### src/rtl/dpfp_pkg.sv
// ----------------------------------------------------------------------------
// Disc player front panel package
// Shared types, codes and constants of the front panel transport controller.
// ----------------------------------------------------------------------------
package dpfp_pkg;

  // Transport modes.
  typedef enum logic [1:0] {
    MODE_PLAY  = 2'd0,
    MODE_STOP  = 2'd1,
    MODE_PAUSE = 2'd2
  } mode_e;

  // LED selection.
  typedef enum logic [2:0] {
    LED_NO_DISC     = 3'd0,
    LED_PLAYING     = 3'd1,
    LED_STOPPED     = 3'd2,
    LED_PAUSE_SHOWN = 3'd3,
    LED_PAUSE_BLANK = 3'd4
  } led_e;

  // Display modes.
  typedef enum logic [1:0] {
    DISP_COUNT = 2'd0,
    DISP_TRACK = 2'd1,
    DISP_BLANK = 2'd2,
    DISP_TENS  = 2'd3
  } disp_e;

  // Button codes.
  localparam logic [2:0] BTN_NEXT  = 3'd2;
  localparam logic [2:0] BTN_PREV  = 3'd3;
  localparam logic [2:0] BTN_STOP  = 3'd4;
  localparam logic [2:0] BTN_PAUSE = 3'd5;
  localparam logic [2:0] BTN_PLAY  = 3'd6;

  // Ladder key codes: 1 to 10 pick a track.
  localparam int unsigned KEY_W = 4;
  localparam logic [KEY_W-1:0] KEY_NONE      = 4'd0;
  localparam logic [KEY_W-1:0] KEY_TRACK_MIN = 4'd1;
  localparam logic [KEY_W-1:0] KEY_TRACK_MAX = 4'd10;
  localparam logic [KEY_W-1:0] KEY_PLUS_TEN  = 4'd11;

  // Ladder window bounds; a value on a bound is no key.
  localparam int unsigned LVL_W = 10;
  localparam int unsigned NUM_WINDOWS = 11;
  localparam logic [LVL_W-1:0] KEY_BOUNDS [NUM_WINDOWS+1] = '{
    10'd0, 10'd50, 10'd142, 10'd234, 10'd326, 10'd418,
    10'd521, 10'd613, 10'd705, 10'd797, 10'd889, 10'd982
  };
  localparam logic [LVL_W-1:0] PICK_LIMIT = 10'd889;

  // Configuration registers.
  localparam int unsigned CFG_W     = 8;
  localparam int unsigned CFG_IDX_W = 2;
  localparam logic [CFG_IDX_W-1:0] CFG_BLINK_SHOW   = 2'd0;
  localparam logic [CFG_IDX_W-1:0] CFG_BLINK_PERIOD = 2'd1;
  localparam logic [CFG_IDX_W-1:0] CFG_TENS_TIMEOUT = 2'd2;
  localparam logic [CFG_W-1:0] BLINK_SHOW_RST   = 8'd30;
  localparam logic [CFG_W-1:0] BLINK_PERIOD_RST = 8'd90;
  localparam logic [CFG_W-1:0] TENS_TIMEOUT_RST = 8'd244;

  // Depth of the queue between classifier and executor.
  localparam int unsigned QUEUE_DEPTH = 2;

  // One classified item.
  typedef struct packed {
    logic             is_tick;
    logic             btn_next;
    logic             btn_prev;
    logic             btn_stop;
    logic             btn_play;
    logic             btn_pause;
    logic [KEY_W-1:0] key;
    logic             pick;
    logic             disc_ready;
    logic             track_end;
    logic             disc_end;
  } item_t;

  // Decode a ladder level into a key code.
  function automatic logic [KEY_W-1:0] ladder_key(input logic [LVL_W-1:0] lvl);
    logic [KEY_W-1:0] key;
    key = KEY_NONE;
    for (int i = 0; i < NUM_WINDOWS; i++) begin
      if (lvl > KEY_BOUNDS[i] && lvl < KEY_BOUNDS[i+1]) begin
        key = KEY_W'(i + 1);
      end
    end
    return key;
  endfunction

endpackage

### src/rtl/dpfp_in_if.sv
// ----------------------------------------------------------------------------
// Front panel input channel
// Valid/ready channel that carries poll and tick items.
// ----------------------------------------------------------------------------
interface dpfp_in_if;
  logic       valid;
  logic       ready;
  logic       command;
  logic [2:0] button_code;
  logic [9:0] key_level;
  logic       disc_ready;
  logic       track_end;
  logic       disc_end;

  modport source (
    output valid, command, button_code, key_level, disc_ready, track_end, disc_end,
    input  ready
  );
  modport sink (
    input  valid, command, button_code, key_level, disc_ready, track_end, disc_end,
    output ready
  );
endinterface

### src/rtl/dpfp_out_if.sv
// ----------------------------------------------------------------------------
// Front panel result channel
// Valid/ready channel that carries LED, display and mode results.
// ----------------------------------------------------------------------------
interface dpfp_out_if;
  logic       valid;
  logic       ready;
  logic [2:0] led_index;
  logic [1:0] display_mode;
  logic [7:0] display_value;
  logic [1:0] play_mode;

  modport source (
    output valid, led_index, display_mode, display_value, play_mode,
    input  ready
  );
  modport sink (
    input  valid, led_index, display_mode, display_value, play_mode,
    output ready
  );
endinterface

### src/rtl/dpfp_front.sv
// ----------------------------------------------------------------------------
// Front panel item classifier
// Accepts input transfers and decodes buttons and the key ladder level.
// ----------------------------------------------------------------------------
module dpfp_front (
  dpfp_in_if.sink          in_i,
  input  logic             q_full_i,
  output logic             q_push_o,
  output dpfp_pkg::item_t  q_item_o
);

  // Accept whenever the queue has room.
  assign in_i.ready = !q_full_i;
  assign q_push_o   = in_i.valid && !q_full_i;

  // Classify the payload.
  always_comb begin
    q_item_o.is_tick    = in_i.command;
    q_item_o.btn_next   = (in_i.button_code == dpfp_pkg::BTN_NEXT);
    q_item_o.btn_prev   = (in_i.button_code == dpfp_pkg::BTN_PREV);
    q_item_o.btn_stop   = (in_i.button_code == dpfp_pkg::BTN_STOP);
    q_item_o.btn_play   = (in_i.button_code == dpfp_pkg::BTN_PLAY);
    q_item_o.btn_pause  = (in_i.button_code == dpfp_pkg::BTN_PAUSE);
    q_item_o.key        = dpfp_pkg::ladder_key(in_i.key_level);
    q_item_o.pick       = (in_i.key_level != '0) && (in_i.key_level < dpfp_pkg::PICK_LIMIT);
    q_item_o.disc_ready = in_i.disc_ready;
    q_item_o.track_end  = in_i.track_end;
    q_item_o.disc_end   = in_i.disc_end;
  end

endmodule

### src/rtl/dpfp_queue.sv
// ----------------------------------------------------------------------------
// Front panel item queue
// Short FIFO of classified items between classifier and executor.
// ----------------------------------------------------------------------------
module dpfp_queue #(
  parameter int unsigned Depth = dpfp_pkg::QUEUE_DEPTH
) (
  input  logic             clk_i,
  input  logic             rst_ni,
  input  logic             push_i,
  input  dpfp_pkg::item_t  item_i,
  output logic             full_o,
  input  logic             pop_i,
  output logic             valid_o,
  output dpfp_pkg::item_t  item_o
);

  localparam int unsigned PtrW = $clog2(Depth);
  localparam int unsigned CntW = $clog2(Depth + 1);

  dpfp_pkg::item_t mem_q [Depth];
  logic [PtrW-1:0] wr_ptr_q, wr_ptr_d;
  logic [PtrW-1:0] rd_ptr_q, rd_ptr_d;
  logic [CntW-1:0] cnt_q, cnt_d;

  assign full_o  = (cnt_q == CntW'(Depth));
  assign valid_o = (cnt_q != '0);
  assign item_o  = mem_q[rd_ptr_q];

  // Pointer and fill count update.
  always_comb begin
    wr_ptr_d = wr_ptr_q;
    rd_ptr_d = rd_ptr_q;
    cnt_d    = cnt_q;
    if (push_i) begin
      wr_ptr_d = (wr_ptr_q == PtrW'(Depth - 1)) ? '0 : wr_ptr_q + 1'b1;
    end
    if (pop_i) begin
      rd_ptr_d = (rd_ptr_q == PtrW'(Depth - 1)) ? '0 : rd_ptr_q + 1'b1;
    end
    if (push_i && !pop_i) begin
      cnt_d = cnt_q + 1'b1;
    end else if (!push_i && pop_i) begin
      cnt_d = cnt_q - 1'b1;
    end
  end

  always_ff @(posedge clk_i or negedge rst_ni) begin
    if (!rst_ni) begin
      wr_ptr_q <= '0;
      rd_ptr_q <= '0;
      cnt_q    <= '0;
    end else begin
      wr_ptr_q <= wr_ptr_d;
      rd_ptr_q <= rd_ptr_d;
      cnt_q    <= cnt_d;
    end
  end

  // Storage; needs no reset.
  always_ff @(posedge clk_i) begin
    if (push_i) begin
      mem_q[wr_ptr_q] <= item_i;
    end
  end

  // The fill count never passes the depth.
  assert property (@(posedge clk_i) disable iff (!rst_ni) cnt_q <= CntW'(Depth))
    else $error("queue fill count exceeds depth");

  // Nothing is written into a full queue unless an entry leaves at once.
  assert property (@(posedge clk_i) disable iff (!rst_ni) push_i && full_o |-> pop_i)
    else $error("queue overflow");

endmodule

### src/rtl/dpfp_back.sv
// ----------------------------------------------------------------------------
// Front panel transport executor
// Applies queued items to the transport state and registers each result.
// ----------------------------------------------------------------------------
module dpfp_back (
  input  logic                                    clk_i,
  input  logic                                    rst_ni,
  input  logic                                    cfg_we_i,
  input  logic [dpfp_pkg::CFG_IDX_W-1:0]          cfg_idx_i,
  input  logic [dpfp_pkg::CFG_W-1:0]              cfg_wdata_i,
  input  logic                                    q_valid_i,
  input  dpfp_pkg::item_t                         q_item_i,
  output logic                                    q_pop_o,
  dpfp_out_if.source                              out_o
);

  // Configuration registers.
  logic [7:0] blink_show_q, blink_period_q, tens_timeout_q;

  // Transport state.
  logic            disc_loaded_q, disc_loaded_d;
  dpfp_pkg::mode_e mode_q, mode_d;
  logic            blank_phase_q, blank_phase_d;
  logic [7:0]      blink_count_q, blink_count_d;
  logic            tens_pending_q, tens_pending_d;
  logic [7:0]      tens_count_q, tens_count_d;
  logic [7:0]      tens_digit_q, tens_digit_d;
  logic [7:0]      track_q, track_d;
  logic [7:0]      track_total_q, track_total_d;
  logic            total_scanned_q, total_scanned_d;
  logic            prev_te_q, prev_te_d;

  // Result register.
  logic              out_valid_q;
  dpfp_pkg::led_e    out_led_q, out_led_d;
  dpfp_pkg::disp_e   out_disp_q, out_disp_d;
  logic [7:0]        out_value_q, out_value_d;
  dpfp_pkg::mode_e   out_mode_q;

  logic take;
  logic te_rise;
  logic picked;
  logic key_track;
  logic active;

  // Take the next item when the result register is free or being drained.
  assign take    = q_valid_i && (!out_valid_q || out_o.ready);
  assign q_pop_o = take;

  assign out_o.valid         = out_valid_q;
  assign out_o.led_index     = out_led_q;
  assign out_o.display_mode  = out_disp_q;
  assign out_o.display_value = out_value_q;
  assign out_o.play_mode     = out_mode_q;

  assign te_rise   = q_item_i.track_end && !prev_te_q;
  assign key_track = (q_item_i.key >= dpfp_pkg::KEY_TRACK_MIN) &&
                     (q_item_i.key <= dpfp_pkg::KEY_TRACK_MAX);
  assign active    = (mode_q == dpfp_pkg::MODE_PLAY) || (mode_q == dpfp_pkg::MODE_PAUSE);

  // Next transport state for the item at the head of the queue.
  always_comb begin
    disc_loaded_d   = disc_loaded_q;
    mode_d          = mode_q;
    blank_phase_d   = blank_phase_q;
    blink_count_d   = blink_count_q;
    tens_pending_d  = tens_pending_q;
    tens_count_d    = tens_count_q;
    tens_digit_d    = tens_digit_q;
    track_d         = track_q;
    track_total_d   = track_total_q;
    total_scanned_d = total_scanned_q;
    prev_te_d       = prev_te_q;
    picked          = 1'b0;

    if (q_item_i.is_tick) begin
      // Pause blink timer.
      if (mode_q == dpfp_pkg::MODE_PAUSE) begin
        if (!blank_phase_q) begin
          if (blink_count_q < blink_show_q) begin
            blink_count_d = blink_count_q + 8'd1;
          end else if (blink_count_q == blink_show_q) begin
            blank_phase_d = 1'b1;
          end
        end else begin
          if (blink_count_q < blink_period_q) begin
            blink_count_d = blink_count_q + 8'd1;
          end else if (blink_count_q == blink_period_q) begin
            blink_count_d = '0;
            blank_phase_d = 1'b0;
          end
        end
      end
      // Plus-ten timeout.
      if (tens_pending_q) begin
        if (tens_count_q < tens_timeout_q) begin
          tens_count_d = tens_count_q + 8'd1;
        end else begin
          tens_digit_d   = '0;
          tens_count_d   = '0;
          tens_pending_d = 1'b0;
        end
      end
    end else begin
      prev_te_d = q_item_i.track_end;
      if (!disc_loaded_q) begin
        // Track scan of a newly inserted disc.
        if (q_item_i.disc_ready) begin
          track_d = 8'd1;
          if (!total_scanned_q) begin
            if (te_rise) begin
              track_total_d = track_total_q + 8'd1;
            end else if (q_item_i.disc_end) begin
              track_total_d = track_total_q + 8'd1;
              mode_d        = dpfp_pkg::MODE_STOP;
              disc_loaded_d = 1'b1;
            end
          end else begin
            mode_d = dpfp_pkg::MODE_STOP;
          end
        end
      end else begin
        total_scanned_d = 1'b1;
        // Ladder keys with the plus-ten prefix.
        if (active) begin
          if (q_item_i.key == dpfp_pkg::KEY_PLUS_TEN) begin
            tens_digit_d   = tens_digit_q + 8'd1;
            tens_pending_d = 1'b1;
          end
          if (tens_pending_d) begin
            if (q_item_i.pick) begin
              picked = 1'b1;
              if (key_track) begin
                track_d = 8'(q_item_i.key) + {tens_digit_d[4:0], 3'b000}
                        + {tens_digit_d[6:0], 1'b0};
              end
            end
          end else if (key_track) begin
            track_d = 8'(q_item_i.key);
          end
        end
        if (!q_item_i.disc_ready) begin
          track_d       = '0;
          disc_loaded_d = 1'b0;
        end

        // Track stepping with wrap to stop.
        if ((q_item_i.btn_next && track_d == track_total_q) ||
            (q_item_i.btn_prev && track_d == 8'd1)) begin
          track_d = 8'd1;
          mode_d  = dpfp_pkg::MODE_STOP;
        end else if (q_item_i.btn_next) begin
          track_d = track_d + 8'd1;
        end else if (q_item_i.btn_prev && track_d > 8'd1) begin
          track_d = track_d - 8'd1;
        end else if (te_rise && !q_item_i.disc_end) begin
          track_d = track_d + 8'd1;
        end

        // Mode transitions, taken from the mode after stepping.
        unique case (mode_d)
          dpfp_pkg::MODE_PLAY: begin
            if (q_item_i.btn_stop || (q_item_i.track_end && q_item_i.disc_end)) begin
              track_d = 8'd1;
              mode_d  = dpfp_pkg::MODE_STOP;
            end else if (q_item_i.btn_pause) begin
              blank_phase_d = 1'b0;
              mode_d        = dpfp_pkg::MODE_PAUSE;
            end
          end
          dpfp_pkg::MODE_STOP: begin
            track_d = 8'd1;
            if (q_item_i.btn_play || q_item_i.btn_next || q_item_i.btn_prev) begin
              mode_d = dpfp_pkg::MODE_PLAY;
            end
          end
          dpfp_pkg::MODE_PAUSE: begin
            if (q_item_i.btn_stop) begin
              track_d = 8'd1;
              mode_d  = dpfp_pkg::MODE_STOP;
            end else if (q_item_i.btn_play || q_item_i.btn_pause) begin
              mode_d = dpfp_pkg::MODE_PLAY;
            end
          end
          default: begin
          end
        endcase
      end
    end
  end

  // Result from the updated state.
  always_comb begin
    if (!disc_loaded_d) begin
      out_led_d   = dpfp_pkg::LED_NO_DISC;
      out_disp_d  = dpfp_pkg::DISP_COUNT;
      out_value_d = track_total_d;
    end else begin
      unique case (mode_d)
        dpfp_pkg::MODE_PLAY:  out_led_d = dpfp_pkg::LED_PLAYING;
        dpfp_pkg::MODE_PAUSE: out_led_d = blank_phase_d ? dpfp_pkg::LED_PAUSE_BLANK
                                                        : dpfp_pkg::LED_PAUSE_SHOWN;
        default:              out_led_d = dpfp_pkg::LED_STOPPED;
      endcase
      if ((mode_d == dpfp_pkg::MODE_PLAY || mode_d == dpfp_pkg::MODE_PAUSE) &&
          tens_pending_d && !picked) begin
        out_disp_d  = dpfp_pkg::DISP_TENS;
        out_value_d = tens_digit_d;
      end else if (mode_d == dpfp_pkg::MODE_PAUSE && blank_phase_d) begin
        out_disp_d  = dpfp_pkg::DISP_BLANK;
        out_value_d = '0;
      end else begin
        out_disp_d  = dpfp_pkg::DISP_TRACK;
        out_value_d = track_d;
      end
    end
  end

  // Configuration writes; an index beyond the list is ignored.
  always_ff @(posedge clk_i or negedge rst_ni) begin
    if (!rst_ni) begin
      blink_show_q   <= dpfp_pkg::BLINK_SHOW_RST;
      blink_period_q <= dpfp_pkg::BLINK_PERIOD_RST;
      tens_timeout_q <= dpfp_pkg::TENS_TIMEOUT_RST;
    end else if (cfg_we_i) begin
      unique case (cfg_idx_i)
        dpfp_pkg::CFG_BLINK_SHOW:   blink_show_q   <= cfg_wdata_i;
        dpfp_pkg::CFG_BLINK_PERIOD: blink_period_q <= cfg_wdata_i;
        dpfp_pkg::CFG_TENS_TIMEOUT: tens_timeout_q <= cfg_wdata_i;
        default: begin
        end
      endcase
    end
  end

  // Transport state registers advance on each taken item.
  always_ff @(posedge clk_i or negedge rst_ni) begin
    if (!rst_ni) begin
      disc_loaded_q   <= 1'b0;
      mode_q          <= dpfp_pkg::MODE_STOP;
      blank_phase_q   <= 1'b0;
      blink_count_q   <= '0;
      tens_pending_q  <= 1'b0;
      tens_count_q    <= '0;
      tens_digit_q    <= '0;
      track_q         <= '0;
      track_total_q   <= '0;
      total_scanned_q <= 1'b0;
      prev_te_q       <= 1'b0;
    end else if (take) begin
      disc_loaded_q   <= disc_loaded_d;
      mode_q          <= mode_d;
      blank_phase_q   <= blank_phase_d;
      blink_count_q   <= blink_count_d;
      tens_pending_q  <= tens_pending_d;
      tens_count_q    <= tens_count_d;
      tens_digit_q    <= tens_digit_d;
      track_q         <= track_d;
      track_total_q   <= track_total_d;
      total_scanned_q <= total_scanned_d;
      prev_te_q       <= prev_te_d;
    end
  end

  // Result valid flag.
  always_ff @(posedge clk_i or negedge rst_ni) begin
    if (!rst_ni) begin
      out_valid_q <= 1'b0;
    end else if (take) begin
      out_valid_q <= 1'b1;
    end else if (out_o.ready) begin
      out_valid_q <= 1'b0;
    end
  end

  // Result payload; needs no reset.
  always_ff @(posedge clk_i) begin
    if (take) begin
      out_led_q   <= out_led_d;
      out_disp_q  <= out_disp_d;
      out_value_q <= out_value_d;
      out_mode_q  <= mode_d;
    end
  end

  // Without a pending prefix the prefix timer and digit rest at zero.
  assert property (@(posedge clk_i) disable iff (!rst_ni)
    !tens_pending_q |-> (tens_count_q == '0) && (tens_digit_q == '0))
    else $error("plus-ten state left over without a pending prefix");

  // The no-disc LED always comes with the track count display.
  assert property (@(posedge clk_i) disable iff (!rst_ni)
    out_valid_q && (out_led_q == dpfp_pkg::LED_NO_DISC) |-> (out_disp_q == dpfp_pkg::DISP_COUNT))
    else $error("no-disc result without track count display");

  // A blank display shows zero and only happens while paused.
  assert property (@(posedge clk_i) disable iff (!rst_ni)
    out_valid_q && (out_disp_q == dpfp_pkg::DISP_BLANK) |->
      (out_value_q == '0) && (out_mode_q == dpfp_pkg::MODE_PAUSE) &&
      (out_led_q == dpfp_pkg::LED_PAUSE_BLANK))
    else $error("blank display outside the pause blank phase");

  // The playing LED matches the reported mode.
  assert property (@(posedge clk_i) disable iff (!rst_ni)
    out_valid_q && (out_led_q == dpfp_pkg::LED_PLAYING) |-> (out_mode_q == dpfp_pkg::MODE_PLAY))
    else $error("playing LED with another mode");

endmodule

### src/rtl/disc_player_front_panel_control.sv
// ----------------------------------------------------------------------------
// Disc player front panel transport controller
// Top level: classifier, item queue and transport executor.
// ----------------------------------------------------------------------------
// Usage:
// Items arrive on the in_i channel: a poll (command 0) carries the button
// code, the 10-bit key ladder level and the disc status lines; a tick
// (command 1) advances the pause blink and plus-ten timers. Every item
// yields exactly one result transfer on out_o with the LED, the display
// mode and value, and the play mode.
// An item is written first into the queue and then into the executor's result
// register. Throughput is one item per cycle while out_o takes each result.
// When out_o stalls, the result register holds, the queue of Depth entries
// fills, and in_i.ready falls only once it is full. Reset empties the queue
// and the result register and returns all state and configuration registers
// to their reset values. Configuration must be written by the user through
// cfg_we_i, cfg_idx_i and cfg_wdata_i while no item is in flight; the block
// itself does not enforce this.
// ----------------------------------------------------------------------------
module disc_player_front_panel_control #(
  parameter int unsigned Depth = dpfp_pkg::QUEUE_DEPTH
) (
  input  logic                            clk_i,
  input  logic                            rst_ni,
  input  logic                            cfg_we_i,
  input  logic [dpfp_pkg::CFG_IDX_W-1:0]  cfg_idx_i,
  input  logic [dpfp_pkg::CFG_W-1:0]      cfg_wdata_i,
  dpfp_in_if.sink                         in_i,
  dpfp_out_if.source                      out_o
);

  logic            q_push;
  logic            q_full;
  logic            q_pop;
  logic            q_valid;
  dpfp_pkg::item_t push_item;
  dpfp_pkg::item_t head_item;

  // Classifier.
  dpfp_front u_front (
    .in_i     (in_i),
    .q_full_i (q_full),
    .q_push_o (q_push),
    .q_item_o (push_item)
  );

  // Queue between classifier and executor.
  dpfp_queue #(
    .Depth (Depth)
  ) u_queue (
    .clk_i   (clk_i),
    .rst_ni  (rst_ni),
    .push_i  (q_push),
    .item_i  (push_item),
    .full_o  (q_full),
    .pop_i   (q_pop),
    .valid_o (q_valid),
    .item_o  (head_item)
  );

  // Executor.
  dpfp_back u_back (
    .clk_i       (clk_i),
    .rst_ni      (rst_ni),
    .cfg_we_i    (cfg_we_i),
    .cfg_idx_i   (cfg_idx_i),
    .cfg_wdata_i (cfg_wdata_i),
    .q_valid_i   (q_valid),
    .q_item_i    (head_item),
    .q_pop_o     (q_pop),
    .out_o       (out_o)
  );

endmodule
### src/flat_wrapper.sv
// flat-port wrapper written by rule: the top's interface ports become plain ports
module disc_player_front_panel_control_flat 
#(
  parameter int unsigned Depth = dpfp_pkg::QUEUE_DEPTH
)
  (clk_i, rst_ni, cfg_we_i, cfg_idx_i, cfg_wdata_i, in_i_valid, in_i_command, in_i_button_code, in_i_key_level, in_i_disc_ready, in_i_track_end, in_i_disc_end, in_i_ready, out_o_valid, out_o_led_index, out_o_display_mode, out_o_display_value, out_o_play_mode, out_o_ready);
  dpfp_in_if in_i_i ();
  dpfp_out_if out_o_i ();
  input  logic clk_i;
  input  logic rst_ni;
  input  logic cfg_we_i;
  input  logic [dpfp_pkg::CFG_IDX_W-1:0] cfg_idx_i;
  input  logic [dpfp_pkg::CFG_W-1:0] cfg_wdata_i;
  input wire logic [$bits(in_i_i.valid)-1:0] in_i_valid;
  input wire logic [$bits(in_i_i.command)-1:0] in_i_command;
  input wire logic [$bits(in_i_i.button_code)-1:0] in_i_button_code;
  input wire logic [$bits(in_i_i.key_level)-1:0] in_i_key_level;
  input wire logic [$bits(in_i_i.disc_ready)-1:0] in_i_disc_ready;
  input wire logic [$bits(in_i_i.track_end)-1:0] in_i_track_end;
  input wire logic [$bits(in_i_i.disc_end)-1:0] in_i_disc_end;
  output wire logic [$bits(in_i_i.ready)-1:0] in_i_ready;
  output wire logic [$bits(out_o_i.valid)-1:0] out_o_valid;
  output wire logic [$bits(out_o_i.led_index)-1:0] out_o_led_index;
  output wire logic [$bits(out_o_i.display_mode)-1:0] out_o_display_mode;
  output wire logic [$bits(out_o_i.display_value)-1:0] out_o_display_value;
  output wire logic [$bits(out_o_i.play_mode)-1:0] out_o_play_mode;
  input wire logic [$bits(out_o_i.ready)-1:0] out_o_ready;
  assign in_i_i.valid = in_i_valid;
  assign in_i_i.command = in_i_command;
  assign in_i_i.button_code = in_i_button_code;
  assign in_i_i.key_level = in_i_key_level;
  assign in_i_i.disc_ready = in_i_disc_ready;
  assign in_i_i.track_end = in_i_track_end;
  assign in_i_i.disc_end = in_i_disc_end;
  assign in_i_ready = in_i_i.ready;
  assign out_o_valid = out_o_i.valid;
  assign out_o_led_index = out_o_i.led_index;
  assign out_o_display_mode = out_o_i.display_mode;
  assign out_o_display_value = out_o_i.display_value;
  assign out_o_play_mode = out_o_i.play_mode;
  assign out_o_i.ready = out_o_ready;
  disc_player_front_panel_control #(.Depth(Depth)) u_core (.clk_i(clk_i), .rst_ni(rst_ni), .cfg_we_i(cfg_we_i), .cfg_idx_i(cfg_idx_i), .cfg_wdata_i(cfg_wdata_i), .in_i(in_i_i), .out_o(out_o_i));
endmodule
### config.mk
export PLATFORM = sky130hd
export DESIGN_NAME = disc_player_front_panel_control_flat
export DESIGN_NICKNAME = d
export VERILOG_FILES = /design/src/rtl/dpfp_pkg.sv /design/src/rtl/dpfp_in_if.sv /design/src/rtl/dpfp_out_if.sv /design/src/rtl/dpfp_front.sv /design/src/rtl/dpfp_queue.sv /design/src/rtl/dpfp_back.sv /design/src/rtl/disc_player_front_panel_control.sv /design/src/flat_wrapper.sv
export SDC_FILE = /design/constraint.sdc
export NUM_CORES = 1
export LEC_CHECK = 0
export CORE_ASPECT_RATIO = 1.5
export CORE_UTILIZATION = 33
export CTS_CLUSTER_DIAMETER = 80
export DETAILED_ROUTE_END_ITERATION = 8
export DONT_BUFFER_PORTS = 1
export GPL_TIMING_DRIVEN = 0
export PLACE_DENSITY_LB_ADDON = 0.08
export SYNTH_ARGS = -nofsm -noshare
export SYNTH_HDL_FRONTEND = slang
export SYNTH_SLANG_ARGS = --single-unit
### constraint.sdc
create_clock -name clk_i -period 5.4 [get_ports clk_i]
set_clock_uncertainty 0.1 [all_clocks]
set_input_delay 0.81 -clock clk_i [delete_from_list [all_inputs] [get_ports clk_i]]
set_output_delay 0.81 -clock clk_i [all_outputs]
set_load 0.05 [all_outputs]
* Yosys cells after proc, flatten, opt, wreduce, memory -nomap -nowiden
Memory sizes are Yosys's and may differ from the RTL's.
Cells that the tools add are included.
Widths: inputs -> output; s select.
** Word-level totals
- Register bits after elaboration :: 91
- Memory bits (writable) :: 28
- Output and inout bits :: 17
- Memories :: 1
** Operators by class
- Add/subtract/negate cells :: 12
- $lt $le $gt $ge :: 28
- Equal/unequal tests :: 18
- Muxes and demuxes :: 111
- Bitwise gates (word level) :: 1
- Reduce and logical (&&, ||, !) cells :: 57
** Memory list
- u_core.u_queue.mem_q :: depth 2, width 14, rd ports 1, clocked after memory_dff 0, write ports 1, line dpfp_queue.sv:21 : dpfp_pkg::item_t mem_q [Depth];
** Operators by type and width (count)
- $mux 8 :: 40
- $lt 10x10->1 const B :: 6
- $gt 10x10->1 const B :: 5
- $add 8x1->8 const B :: 5
- $mux 4 :: 10
- $mux 1 :: 39
- $mux 2 :: 18
- $logic_and 1x1->1 :: 26
- $eq 8x8->1 :: 3
- $lt 8x8->1 :: 3
- $pmux 8 s3 :: 1
- $gt 10x8->1 const B :: 2
- $gt 10x9->1 const B :: 2
- $lt 10x8->1 const B :: 2
- $lt 10x9->1 const B :: 2
- $eq 2x2->1 const B :: 5
- $gt 10x1->1 const B :: 1
- $gt 10x6->1 const B :: 1
- $lt 10x6->1 const B :: 1
- $reduce_bool 10->1 :: 1
- $eq 3x3->1 const B :: 3
- $add 4x8->8 :: 1
- $add 8x8->8 :: 1
- $eq 8x1->1 const B :: 1
- other kinds (22) :: 48

* Depth between registers and ports, before layout
Gate-level depths: netlist of run 1.
An unclocked memory read counts as a cell.
- Word-level depth :: 32
- Mapped depth :: 21
- Depth with buffers taken out :: 19

* Modules after synthesis
A second synthesis of run 1 with hierarchy kept.
** Unflattened totals
- Cell total of the unflattened synthesis :: 886
- Area total of the unflattened synthesis :: 8328.0 sq um
** By module, submodules not included
- dpfp_back :: times used 1, cells an instance 721, area each 6367.4 sq um
- dpfp_queue :: times used 1, cells an instance 60, area each 1252.5 sq um
- dpfp_front :: times used 1, cells an instance 105, area each 708.2 sq um

* Worst setup path before layout of run 1
No wires, ideal clock.
- Path type :: flip-flop to flip-flop
- From :: memory u_core.u_queue.mem_q[0][6] in the netlist's numbering
- To :: register u_core.u_back.out_value_q[1] (netlist: u_core.u_back.out_o.display_value[1]), data pin
- Library setup time :: 0.274 ns
- Arrival time :: 4.776 ns
- Required time :: 5.026 ns
- Setup slack :: 0.250 ns
- Cell stages (with the launch flop) :: 20
- Buffers on the path :: 1
- Period minus slack after synthesis :: 5.150 ns
- Cell sequence :: edfxtp_1 -> or3b_4 -> a22oi_2 -> buf_6 -> nand2_1 -> xor2_1 -> xnor2_1 -> ha_1 -> fa_1 -> a211oi_1 -> a2bb2oi_1 -> o211ai_1 -> o32ai_4 -> o2bb2ai_1 -> a2111oi_4 -> nand4_4 -> a311oi_4 -> nor2_4 -> a22oi_4 -> o221ai_1
** On the way
- Cells in the longest elaborated chain, start to end :: 32
** Ends and longest elaborated chain
- start: declaration :: line dpfp_queue.sv:21
- $mem_v2 2x14 (*)
- $eq 4x4->1 :: line dpfp_back.sv:126 : if (q_item_i.key == dpfp_pkg::KEY_PLUS_TEN) begin
- $mux 8 :: line dpfp_back.sv:126
- $mux 8 :: line dpfp_back.sv:125 : if (active) begin
- $mux 8 :: line dpfp_back.sv:106 : if (!disc_loaded_q) begin
- $mux 8 :: line dpfp_back.sv:76 : if (q_item_i.is_tick) begin
- $add 4x8->8 :: line dpfp_back.sv:134 : track_d = 8'(q_item_i.key) + {tens_digit_d[4:0], 3'b000}
- $add 8x8->8 :: line dpfp_back.sv:135 : + {tens_digit_d[6:0], 1'b0};
- (+18 left out)
- via u_core.u_back.mode_d[0] :: line dpfp_back.sv:22 : dpfp_pkg::mode_e mode_q, mode_d;
- $eq 2x2->1 / $logic_not 2->1 (equally long branches) :: line dpfp_back.sv:205, dpfp_back.sv:209
- $logic_or 1x1->1 :: line dpfp_back.sv:205 : if ((mode_d == dpfp_pkg::MODE_PLAY || mode_d == dpfp_pkg::MODE_PAUSE) &&
- $logic_and 1x1->1 :: line dpfp_back.sv:205
- $logic_and 1x1->1 :: line dpfp_back.sv:206 : tens_pending_d && !picked) begin
- $mux 8 (*) :: line dpfp_back.sv:205
- $mux 8 (*) :: line dpfp_back.sv:194 : if (!disc_loaded_d) begin
- via u_core.u_back.out_value_d[1] :: line dpfp_back.sv:37 : logic [7:0] out_value_q, out_value_d;
- end signal: assignment :: line dpfp_back.sv:281 : out_value_q <= out_value_d;
- end: declaration :: line dpfp_back.sv:37
Mark *: on every way through the listed nets, which the timed path passes. The rest lies on a longest branch. The select of a mux whose other input is x is not followed.
A chain may end at the register's enable or synchronous reset.

* Worst setup path in the final report of run 1
- From :: memory u_core.u_queue.mem_q[0][7] in the netlist's numbering
- To :: register u_core.u_back.out_value_q[6] (netlist: u_core.u_back.out_o.display_value[6]), data pin
The elaborated chain is that of the path after synthesis.

==> reports/results.tsv, run 1 <==
metric	value	unit
Lkg Pwr	4.08	nW
dpl cell area	9020	sq um
post-layout util	39.8	%
Adder-Cell Fraction of Synth Area	6.34	%
area leader, netlist	dfrtp_1	
Sw Pwr	2.25	mW
clock power share	23.0	%
Final min period	5.32	ns
max-cap viol count	0	
RePlAce Congestion	0.867	
sw frac	44.7	%
Avg WL per Cell	20.7	um
mux contribution to synthesized area	5.37	%
Multi-input gate area	5330	sq um
CORE AREA	25700	sq um
unrepaired setup endpoints after global routing	true	
Sink Count	119	
Synth Flop Type	dfrtp_1	
Reg power frac	30.6	%
#FFs+latches synth	119	
Synth Instances	927	
DRT iter0 DRCs	478	
Port Buffers	0	
failing checks	design-rule violations	
# IOs	49	
largest family of logic cells by synthesized area	compound AO/OA/AOI/OAI gates	
largest net degree at the start of global routing	63	
Required @ worst endpoint	5.47	ns
simple-gate share of the synthesized area	20.4	%
clk_lat worst skew	0.44	ns
layout cell share with drive strength beyond 1	18.0	%
Worst-path clk slew	0.06	ns
FILL cells	2605	
Initial Utilization	33.5	%
xor/xnor share of the synthesized area	4.44	%
root buffer cell	clkbuf_16	
Site Rows	72	
Avg Vias per Cell	5.55	
worst hold slack	0.112	ns
Max Slew Vio Count	0	
GR Overflow Total	0	
crit share post-route	98.5	%
Post-Syn Area per Cell	9.28	sq um
first-pass GRT wire length	42400	um
Max-slew headroom	9.06	%
# setup viols final	0	
most numerous cell in the Yosys netlist	nand2_1	
Ys Warns	0	
Synth top area share	18.0	%
pre-CTS WS	-0.783	ns
Worst path max stage delay	0.45	ns
clk buf depth	2	
register area share after synthesis	37.3	%
dpl hpwl	20700	um
Cell variety after synth	97	
Finished Cell Area	10200	sq um
EDFF count, synth	43	
Worst path slowest cell	edfxtp_1	
CTS buffer count	17	
Logic pwr share	46.4	%
Post-Synthesis Net Count	1002	
Tightest Pin Transition	1.36	ns
Syn Std Cell Area	8600	sq um
final net count	1056	
worst setup margin	0.0825	ns
die span in y	200	um
Commonest cells post-synth	nand2_1, nor2_1, o21ai_0, dfrtp_1, inv_1	
register area	3210	sq um
Power, Total	5.04	mW
antenna-violating nets left	0	
initial antenna violation count	0	
CP Capture Type	register	
chip width	134	um
Fin. Hold Viols	0	
area delta synth->final	18.8	%
status	finished with violations	
CP arrival	5.39	ns
gr usage total	21.3	%
Max Fclk	188	MHz
Compound-Gate Fraction of Synth Area	22.0	%
Synth area leaders	dfrtp_1, edfxtp_1, ha_1	
DR pass1 iterations	8	
Worst setup SP type	register	
Post-Route WL	27500	um
area of the die	26700	sq um
post-route DRC violation count	2	
VDD IR max	0.284	mV
CTS tree	yes	
pwr dens	493	nW/um^2
worst-path maximum fanout	6	
n_diodes	0	
DR vias	7369	
ys async rst share	63.9	%
crit path cell chain	or3b_4 > a22oi_2 > buf_6 > nand2_8 > xor2_4 > xnor2_2 > ha_4 > fa_2 > a211oi_2 > a2bb2oi_1 > o211ai_1 > o32ai_4 > o2bb2ai_2 > a2111oi_4 > nand4_4 > a311oi_4 > nor2_4 > a22oi_4 > buf_12 > o221ai_2	
critical path type	register to register	
Hold Path Class	input pin to async pin	
H-tree depth	4	
Internal Power	2.79	mW
vias in the first global route	7528	
[repair_timing]
action | 4_1_cts | 5_1_grt
hold buffers | 1 | 0
pin swaps | 17 | 16
hold endpoints to repair | 62 | 0
endpoints found under the setup margin | 25 | 12
setup buffers | 26 | 8
gates resized for setup | 32 | 25
[per-layer routing]
metal	part of all wire [%]	track usage (%)	up-vias
li1	-	-	3555
met1	38	22.0	3621
met2	55	40.7	142
met3	2.8	3.37	51
met4	3.9	11.7	0
met5	0	0	-
[area by class of cell]
| class | instances | area share, % |
|---|---|---|
| Multi-Input combinational cell | 719 | 52.2 |
| Buffer | 42 | 1.80 |
| Clock inverter | 14 | 1.42 |
| Timing Repair Buffer | 35 | 3.07 |
| Clock buffer | 18 | 4.30 |
| Sequential cell | 119 | 31.4 |
| Inverter | 47 | 1.73 |
| Tap cell | 333 | 4.08 |
[registers in the layout, indices dropped and copies added, names as in the netlist, 2 cells and up]
signal,cells
u_core.u_back.blink_count_q,8
u_core.u_back.mode_q,2
u_core.u_back.out_o.led_index,3
u_core.u_back.track_q,8
u_core.u_back.tens_timeout_q,8
u_core.u_back.blink_period_q,8
u_core.u_queue.mem_q,28
u_core.u_queue.cnt_q,2
u_core.u_back.tens_count_q,8
u_core.u_back.tens_digit_q,8
u_core.u_back.out_o.display_mode,2
u_core.u_back.out_o.display_value,8
u_core.u_back.blink_show_q,8
u_core.u_back.track_total_q,8
u_core.u_back.out_o.play_mode,2
[cells by family after synthesis]
group                    after synthesis
flip-flops                           119
AND/OR/NAND/NOR                      336
adder cells (fa/ha/maj)               43
XOR/XNOR                              42
buffers and inverters                 89
AO/OA/AOI/OAI                        256
multiplexers                          42
[final timing paths]
kind	from	end	slack [ns]	cells past startpoint
setup / recovery	u_core.u_queue.mem_q[0][7]	u_core.u_back.out_o.display_value[6]	0.08	20
hold / removal	rst_ni	u_core.u_back.blink_show_q[2]	0.11	0
setup reg to reg	u_core.u_queue.mem_q[0][7]	u_core.u_back.out_o.display_value[6]	0.08	20
hold reg to reg	u_core.u_back.tens_count_q[7]	u_core.u_back.tens_count_q[7]	0.40	1
max in group asynchronous	rst_ni	u_core.u_back.blink_count_q[4]	4.73	1
min in group clk_i	in_i_disc_end	u_core.u_queue.mem_q[1][0]	0.36	0
[placed cells by master, fill, tap and decap left out, types with 7 or more instances in the layout]
cell	n
mux2i_1	14
xnor2_1	20
edfxtp_1	43
nor3b_1	8
nor2_1	72
nand3b_1	7
nand2b_1	17
buf_4	28
a21o_1	14
nor2b_1	9
nand2_1	91
a22oi_1	8
o211ai_1	10
and3_1	13
o21ai_0	71
nor3_1	27
dfstp_2	14
ha_1	39
inv_1	46
clkbuf_16	17
mux2_2	25
clkbuf_1	34
buf_6	8
nand3_1	23
o21a_1	9
dfrtp_1	61
xor2_1	15
a21oi_1	34
nand4_1	17
[worst max-delay path, delay by kind of cell, from the launching register on]
| kind | cells | cell delay (ns) |
|---|---|---|
| DFF | 1 | 0.45 |
| xor gates and xnor gates | 2 | 0.35 |
| adders and majority gates | 2 | 0.67 |
| and+or+nand+nor | 4 | 0.77 |
| buffers and inverters | 2 | 0.33 |
| AOI/OAI and AO/OA | 10 | 2.35 |
[power by group through the flow]
stage	logic [mW]	registers [mW]	clock network, mW
4_1_cts	2.21	1.54	1.19
5_1_grt	2.55	1.57	1.22
3_3_place_gp	2.04	1.56	0
3_5_place_dp	2.04	1.56	0
2_1_floorplan	1.49	1.49	0
6_report	2.34	1.54	1.16
[stage by stage]
step / cells / setup TNS, ns
floorplan: 927 / 0
detailed placement: 1260 / -10.70
global placement: 1260 / -10.78
CTS: 1319 / -0.631
global route: 1327 / -0.408
finish: 1327 / 0
Note: power is estimated with default switching activity, not from simulation.
==> run 2, diff against run 1 <==
==> constraint.sdc (replaced) <==
create_clock -name clk_i -period 6.9 [get_ports clk_i]
set_clock_uncertainty 0.1 [all_clocks]
set_input_delay 1.035 -clock clk_i [delete_from_list [all_inputs] [get_ports clk_i]]
set_output_delay 1.035 -clock clk_i [all_outputs]
set_load 0.05 [all_outputs]
==> run 2 against run 1 <==
The run still ends with design-rule violations left; combinational power is 32% lower; non-clock buffer count shrank 35; clock power down 22%; setup slack improved by 0.67 ns; critical path depth decreased by 1; sequential cell count stayed put; wire length shrank 2.5%; critical endpoint is now u_core.u_back.out_o.display_value[1]; largest cell class unchanged; highest routed layer unchanged.
==> reports/results.tsv, run 2 (same netlist as run 1, synthesis figures left out) <==
metric	value	unit
status	finished with violations	
failing checks	design-rule violations	
Power, Total	3.71	mW
CTS tree	yes	
# setup viols final	0	
CTS buffer count	17	
Fin. Hold Viols	0	
commonest non-fill, non-tap cells in the layout	nand2_1, nor2_1, o21ai_0, dfrtp_1, inv_1	
Avg Vias per Cell	5.58	
VDD IR max	0.221	mV
die span in y	200	um
unrepaired setup endpoints after global routing	false	
crit path cell chain	or3b_4 > a22oi_2 > buf_6 > nand2_1 > xor2_1 > xnor2_1 > ha_1 > ha_1 > a211oi_1 > nor2_1 > xnor2_1 > a221oi_1 > a2111o_1 > nor4_4 > nand4_4 > a311oi_4 > nor2_4 > a22oi_4 > o221ai_1	
Sink Count	119	
Tightest Pin Transition	1.29	ns
layout cell share with drive strength beyond 1	11.6	%
Max Fclk	163	MHz
max reg flops	28	
Post-Layout Cell Count	1292	
hold buffer count at cts	0	
crit share post-route	89.1	%
CP Capture Type	register	
commonest non-fill, non-tap cell in the layout	nand2_1	
vias in the first global route	7370	
Worst path slowest cell	a2111o_1	
DR vias	7209	
Site Rows	72	
clk_lat worst skew	0.44	ns
worst setup margin	0.754	ns
Setup TNS Final	0	ns
Worst-path clk slew	0.06	ns
critical path type	register to register	
final net count	1021	
DR pass1 iterations	9	
Worst path max stage delay	0.50	ns
H-tree depth	4	
dpl hpwl	20700	um
CTS resizes	0	
first-pass GRT wire length	41500	um
root buffer cell	clkbuf_16	
number of setup buffers added after CTS	0	
post-route DRC violation count	2	
Avg WL per Cell	20.8	um
largest net degree at the start of global routing	77	
antenna-violating nets left	0	
CP arrival	6.20	ns
DRT iter0 DRCs	390	
max-cap viol count	0	
# IOs	49	
Worst setup SP type	register	
Required @ worst endpoint	6.95	ns
CORE AREA	25700	sq um
Multi-input gate area	5030	sq um
gr usage total	20.9	%
Port Buffers	0	
Lkg Pwr	3.82	nW
worst-path maximum fanout	10	
area of the die	26700	sq um
chip width	134	um
register area	3210	sq um
Max-slew headroom	13.9	%
pwr dens	387	nW/um^2
Max Slew Vio Count	0	
initial antenna violation count	0	
clk buf depth	2	
worst hold slack	0.189	ns
FILL cells	2673	
pre-CTS WS	0.717	ns
RePlAce Congestion	0.867	
Cells after DPL	1260	
Initial Utilization	33.5	%
area delta synth->final	11.7	%
Largest Register	u_core.u_queue.mem_q	
GR Overflow Total	0	
n_diodes	0	
Hold Path Class	input pin to async pin	
Final min period	6.15	ns
Post-Route WL	26800	um
run 2: cell types whose count changed in the layout (fill, tap and decap cells not counted), moves of 2 or more:
cell / previous run / this run
ha_4: 2 / 0
a221oi_1: 4 / 6
buf_6: 8 / 2
ha_1: 39 / 42
o221ai_2: 5 / 2
nor3_1: 27 / 29
buf_4: 28 / 1
xnor2_2: 4 / 0
xnor2_1: 20 / 25
o221ai_1: 3 / 7
a211oi_2: 2 / 0
a211oi_1: 5 / 7
run 2: power breakdown:
group	switching, mW	internal (mW)
Combinational	1.04	0.559
Sequential	0.269	0.938
Clock	0.363	0.542
run 2: metrics by stage:
| step | utilization [%] | cell area, sq um |
|---|---|---|
| 4_1_cts | 37.4 | 9600 |
| 2_1_floorplan | - | 8600 |
| 3_3_place_gp | 35.1 | 9020 |
| 6_report | 37.4 | 9600 |
| 3_5_place_dp | 35.1 | 9020 |
| 5_1_grt | 37.4 | 9600 |
run 2: worst paths after layout:
kind,start,endpoint,slack [ns],cells after the start
min in group clk_i,u_core.u_back.tens_count_q[7],u_core.u_back.tens_count_q[7],0.40,1
max in group asynchronous,rst_ni,u_core.u_back.mode_q[0],6.29,0
min,rst_ni,u_core.u_back.tens_count_q[3],0.19,0
max,u_core.u_queue.mem_q[0][6],u_core.u_back.out_o.display_value[1],0.75,19
min reg2reg,u_core.u_back.tens_count_q[7],u_core.u_back.tens_count_q[7],0.40,1
max reg2reg,u_core.u_queue.mem_q[0][6],u_core.u_back.out_o.display_value[1],0.75,19
run 2: metal layers:
metal	vias up	share of wire (%)	GRT usage (%)
met4	0	4.0	11.1
met3	50	3.1	3.53
met5	-	0	0
met1	3501	38	21.4
met2	168	55	39.9
li1	3490	-	-
run 2: cell type report:
type                    count  share of cell area (%)
clock inverters            14                    1.51
plain buffers              42                    1.88
multi-input cells         719                    52.4
flip-flops and latches    119                    33.4
clock buffers              18                    4.57
well taps                 333                    4.34
inverters                  47                    1.84
run 2: worst max-delay path, delay by kind of cell, from the launching register on:
family | cells | cell delay (ns)
AO/OA/AOI/OAI | 7 | 2.16
AND/OR/NAND/NOR | 6 | 1.35
XOR/XNOR | 3 | 0.91
adder cells (fa/ha/maj) | 2 | 0.65
flip-flops | 1 | 0.48
buffers and inverters | 1 | 0.19
==> run 3, diff against run 2 <==
--- a/config.mk
+++ b/config.mk
@@ -12,6 +12,7 @@
 export DONT_BUFFER_PORTS = 1
 export GPL_TIMING_DRIVEN = 0
 export PLACE_DENSITY_LB_ADDON = 0.08
+export RECOVER_POWER = 50
 export SYNTH_ARGS = -nofsm -noshare
 export SYNTH_HDL_FRONTEND = slang
 export SYNTH_SLANG_ARGS = --single-unit
==> run 3 against run 2 <==
The flow still finishes with violations (design-rule violations); maximum frequency about the same; hold slack about the same; first-iteration DRC count up 0.26%; sequential power about the same; sequential cell count unchanged; setup slack worse by 0.0058 ns; clock power about the same; combinational power about the same; critical path depth unchanged; total power about the same; register-to-register slack about the same; critical endpoint unchanged.
==> reports/results.tsv, run 3 (same netlist as run 1, synthesis figures left out) <==
metric	value	unit
Sink Count	119	
post-route DRC violation count	2	
Required @ worst endpoint	6.95	ns
clk_lat worst skew	0.44	ns
CTS resizes	0	
GR Overflow Total	0	
gr usage total	20.9	%
Internal Power	2.04	mW
Avg WL per Cell	20.8	um
Site Rows	72	
n_diodes	0	
Buf+Inv Stages, Crit Path	1	
clk buf depth	2	
first-pass GRT wire length	41500	um
critical path type	register to register	
hold buffer count at cts	0	
vias in the first global route	7370	
RePlAce Congestion	0.867	
die span in y	200	um
Max Slew Vio Count	0	
# IOs	49	
worst-path maximum fanout	10	
clock power share	24.4	%
largest net degree at the start of global routing	77	
Largest Register	u_core.u_queue.mem_q	
CP Capture Type	register	
root buffer cell	clkbuf_16	
sw frac	45.1	%
Port Buffers	0	
Tightest Pin Transition	1.29	ns
status	finished with violations	
commonest non-fill, non-tap cell in the layout	nand2_1	
H-tree depth	4	
crit share post-route	89.2	%
dpl cell area	9020	sq um
final net count	1021	
Reg2Reg Setup Slack	0.75	ns
crit path cell chain	or3b_4 > a22oi_2 > buf_6 > nand2_1 > xor2_1 > xnor2_1 > ha_1 > ha_1 > a211oi_1 > nor2_1 > xnor2_1 > a221oi_1 > a2111o_1 > nor4_4 > nand4_4 > a311oi_4 > nor2_4 > a22oi_4 > o221ai_1	
area of the die	26700	sq um
antenna-violating nets left	0	
DR vias	7194	
Lkg Pwr	3.82	nW
commonest non-fill, non-tap cells in the layout	nand2_1, nor2_1, o21ai_0, dfrtp_1, inv_1	
CTS buffer count	17	
Worst path slowest cell	a2111o_1	
Hold Path Class	input pin to async pin	
Avg Vias per Cell	5.57	
area delta synth->final	11.7	%
number of setup buffers added after CTS	0	
GR Util met3	3.53	%
Initial Utilization	33.5	%
Worst setup SP type	register	
delay-heaviest family, CP	compound AO/OA/AOI/OAI gates	
pwr dens	387	nW/um^2
Max-slew headroom	13.9	%
met1 usage	21.4	%
CORE AREA	25700	sq um
GRT met2 Usage	39.9	%
Max Fclk	163	MHz
max reg flops	28	
DRT iter0 DRCs	391	
CP arrival	6.20	ns
Cells after DPL	1260	
CTS tree	yes	
most used routing layer	met2	
# setup viols final	0	
failing checks	design-rule violations	
dpl hpwl	20700	um
post-layout util	37.4	%
Fin. Hold Viols	0	
Finished Cell Area	9600	sq um
Worst-path clk slew	0.06	ns
DR pass1 iterations	9	
chip width	134	um
layout cell share with drive strength beyond 1	11.5	%
Final min period	6.15	ns
Worst path max stage delay	0.50	ns
Logic pwr share	43.1	%
initial antenna violation count	0	
unrepaired setup endpoints after global routing	false	
Reg power frac	32.5	%
Setup TNS Final	0	ns
VDD IR max	0.221	mV
Sw Pwr	1.67	mW
Power, Total	3.71	mW
Post-Layout Cell Count	1292	
Post-Route WL	26800	um
max-cap viol count	0	
==> run 3: final timing paths <==
path,from,to,depth (start not counted)
worst max-delay path,u_core.u_queue.mem_q[0][6],u_core.u_back.out_o.display_value[1],19
worst min-delay path,rst_ni,u_core.u_back.tens_count_q[3],0
worst max register to register,u_core.u_queue.mem_q[0][6],u_core.u_back.out_o.display_value[1],19
worst min register to register,u_core.u_back.tens_count_q[7],u_core.u_back.tens_count_q[7],1
max in group asynchronous,rst_ni,u_core.u_back.mode_q[0],0
min in group clk_i,u_core.u_back.tens_count_q[7],u_core.u_back.tens_count_q[7],1
==> run 3: power groups by stage <==
stage	Sequential, mW	Clock (mW)	Combinational (mW)
after floorplan	1.17	0	1.17
after global placement	1.22	0	1.60
after detailed placement	1.22	0	1.60
after CTS	1.21	0.928	1.61
after global routing	1.23	0.956	1.75
final	1.21	0.906	1.60
==> run 3: worst reg2reg max path, delay by kind of cell, from the launching register on <==
kind	cells	cell delay [ns]
AOI/OAI and AO/OA	7	2.17
buffers and inverters	1	0.20
DFF	1	0.48
and+or+nand+nor	6	1.36
xor gates and xnor gates	3	0.92
adders and majority gates	2	0.65
==> run 3: cell type report <==
type / instances / area [sq um]
inverters: 47 / 176
flip-flops and latches: 119 / 3210
clock inverters: 14 / 145
well taps: 333 / 417
multi-input cells: 719 / 5030
fillers: 2673 / 16100
plain buffers: 42 / 180
clock buffers: 18 / 439
==> run 3: metrics by stage <==
step	setup WS (ns)	hold slack (ns)
floorplan	1.75	0.345
global placement	0.719	0.369
detailed placement	0.717	0.383
CTS	0.659	0.168
global route	0.341	0.172
finish	0.748	0.189
==> run 3: layer usage <==
metal  up-vias  wire length (um)
met5         -                 0
met4         0              1080
met3        51               817
met2       157             14600
met1      3498             10300
li1       3488                 -
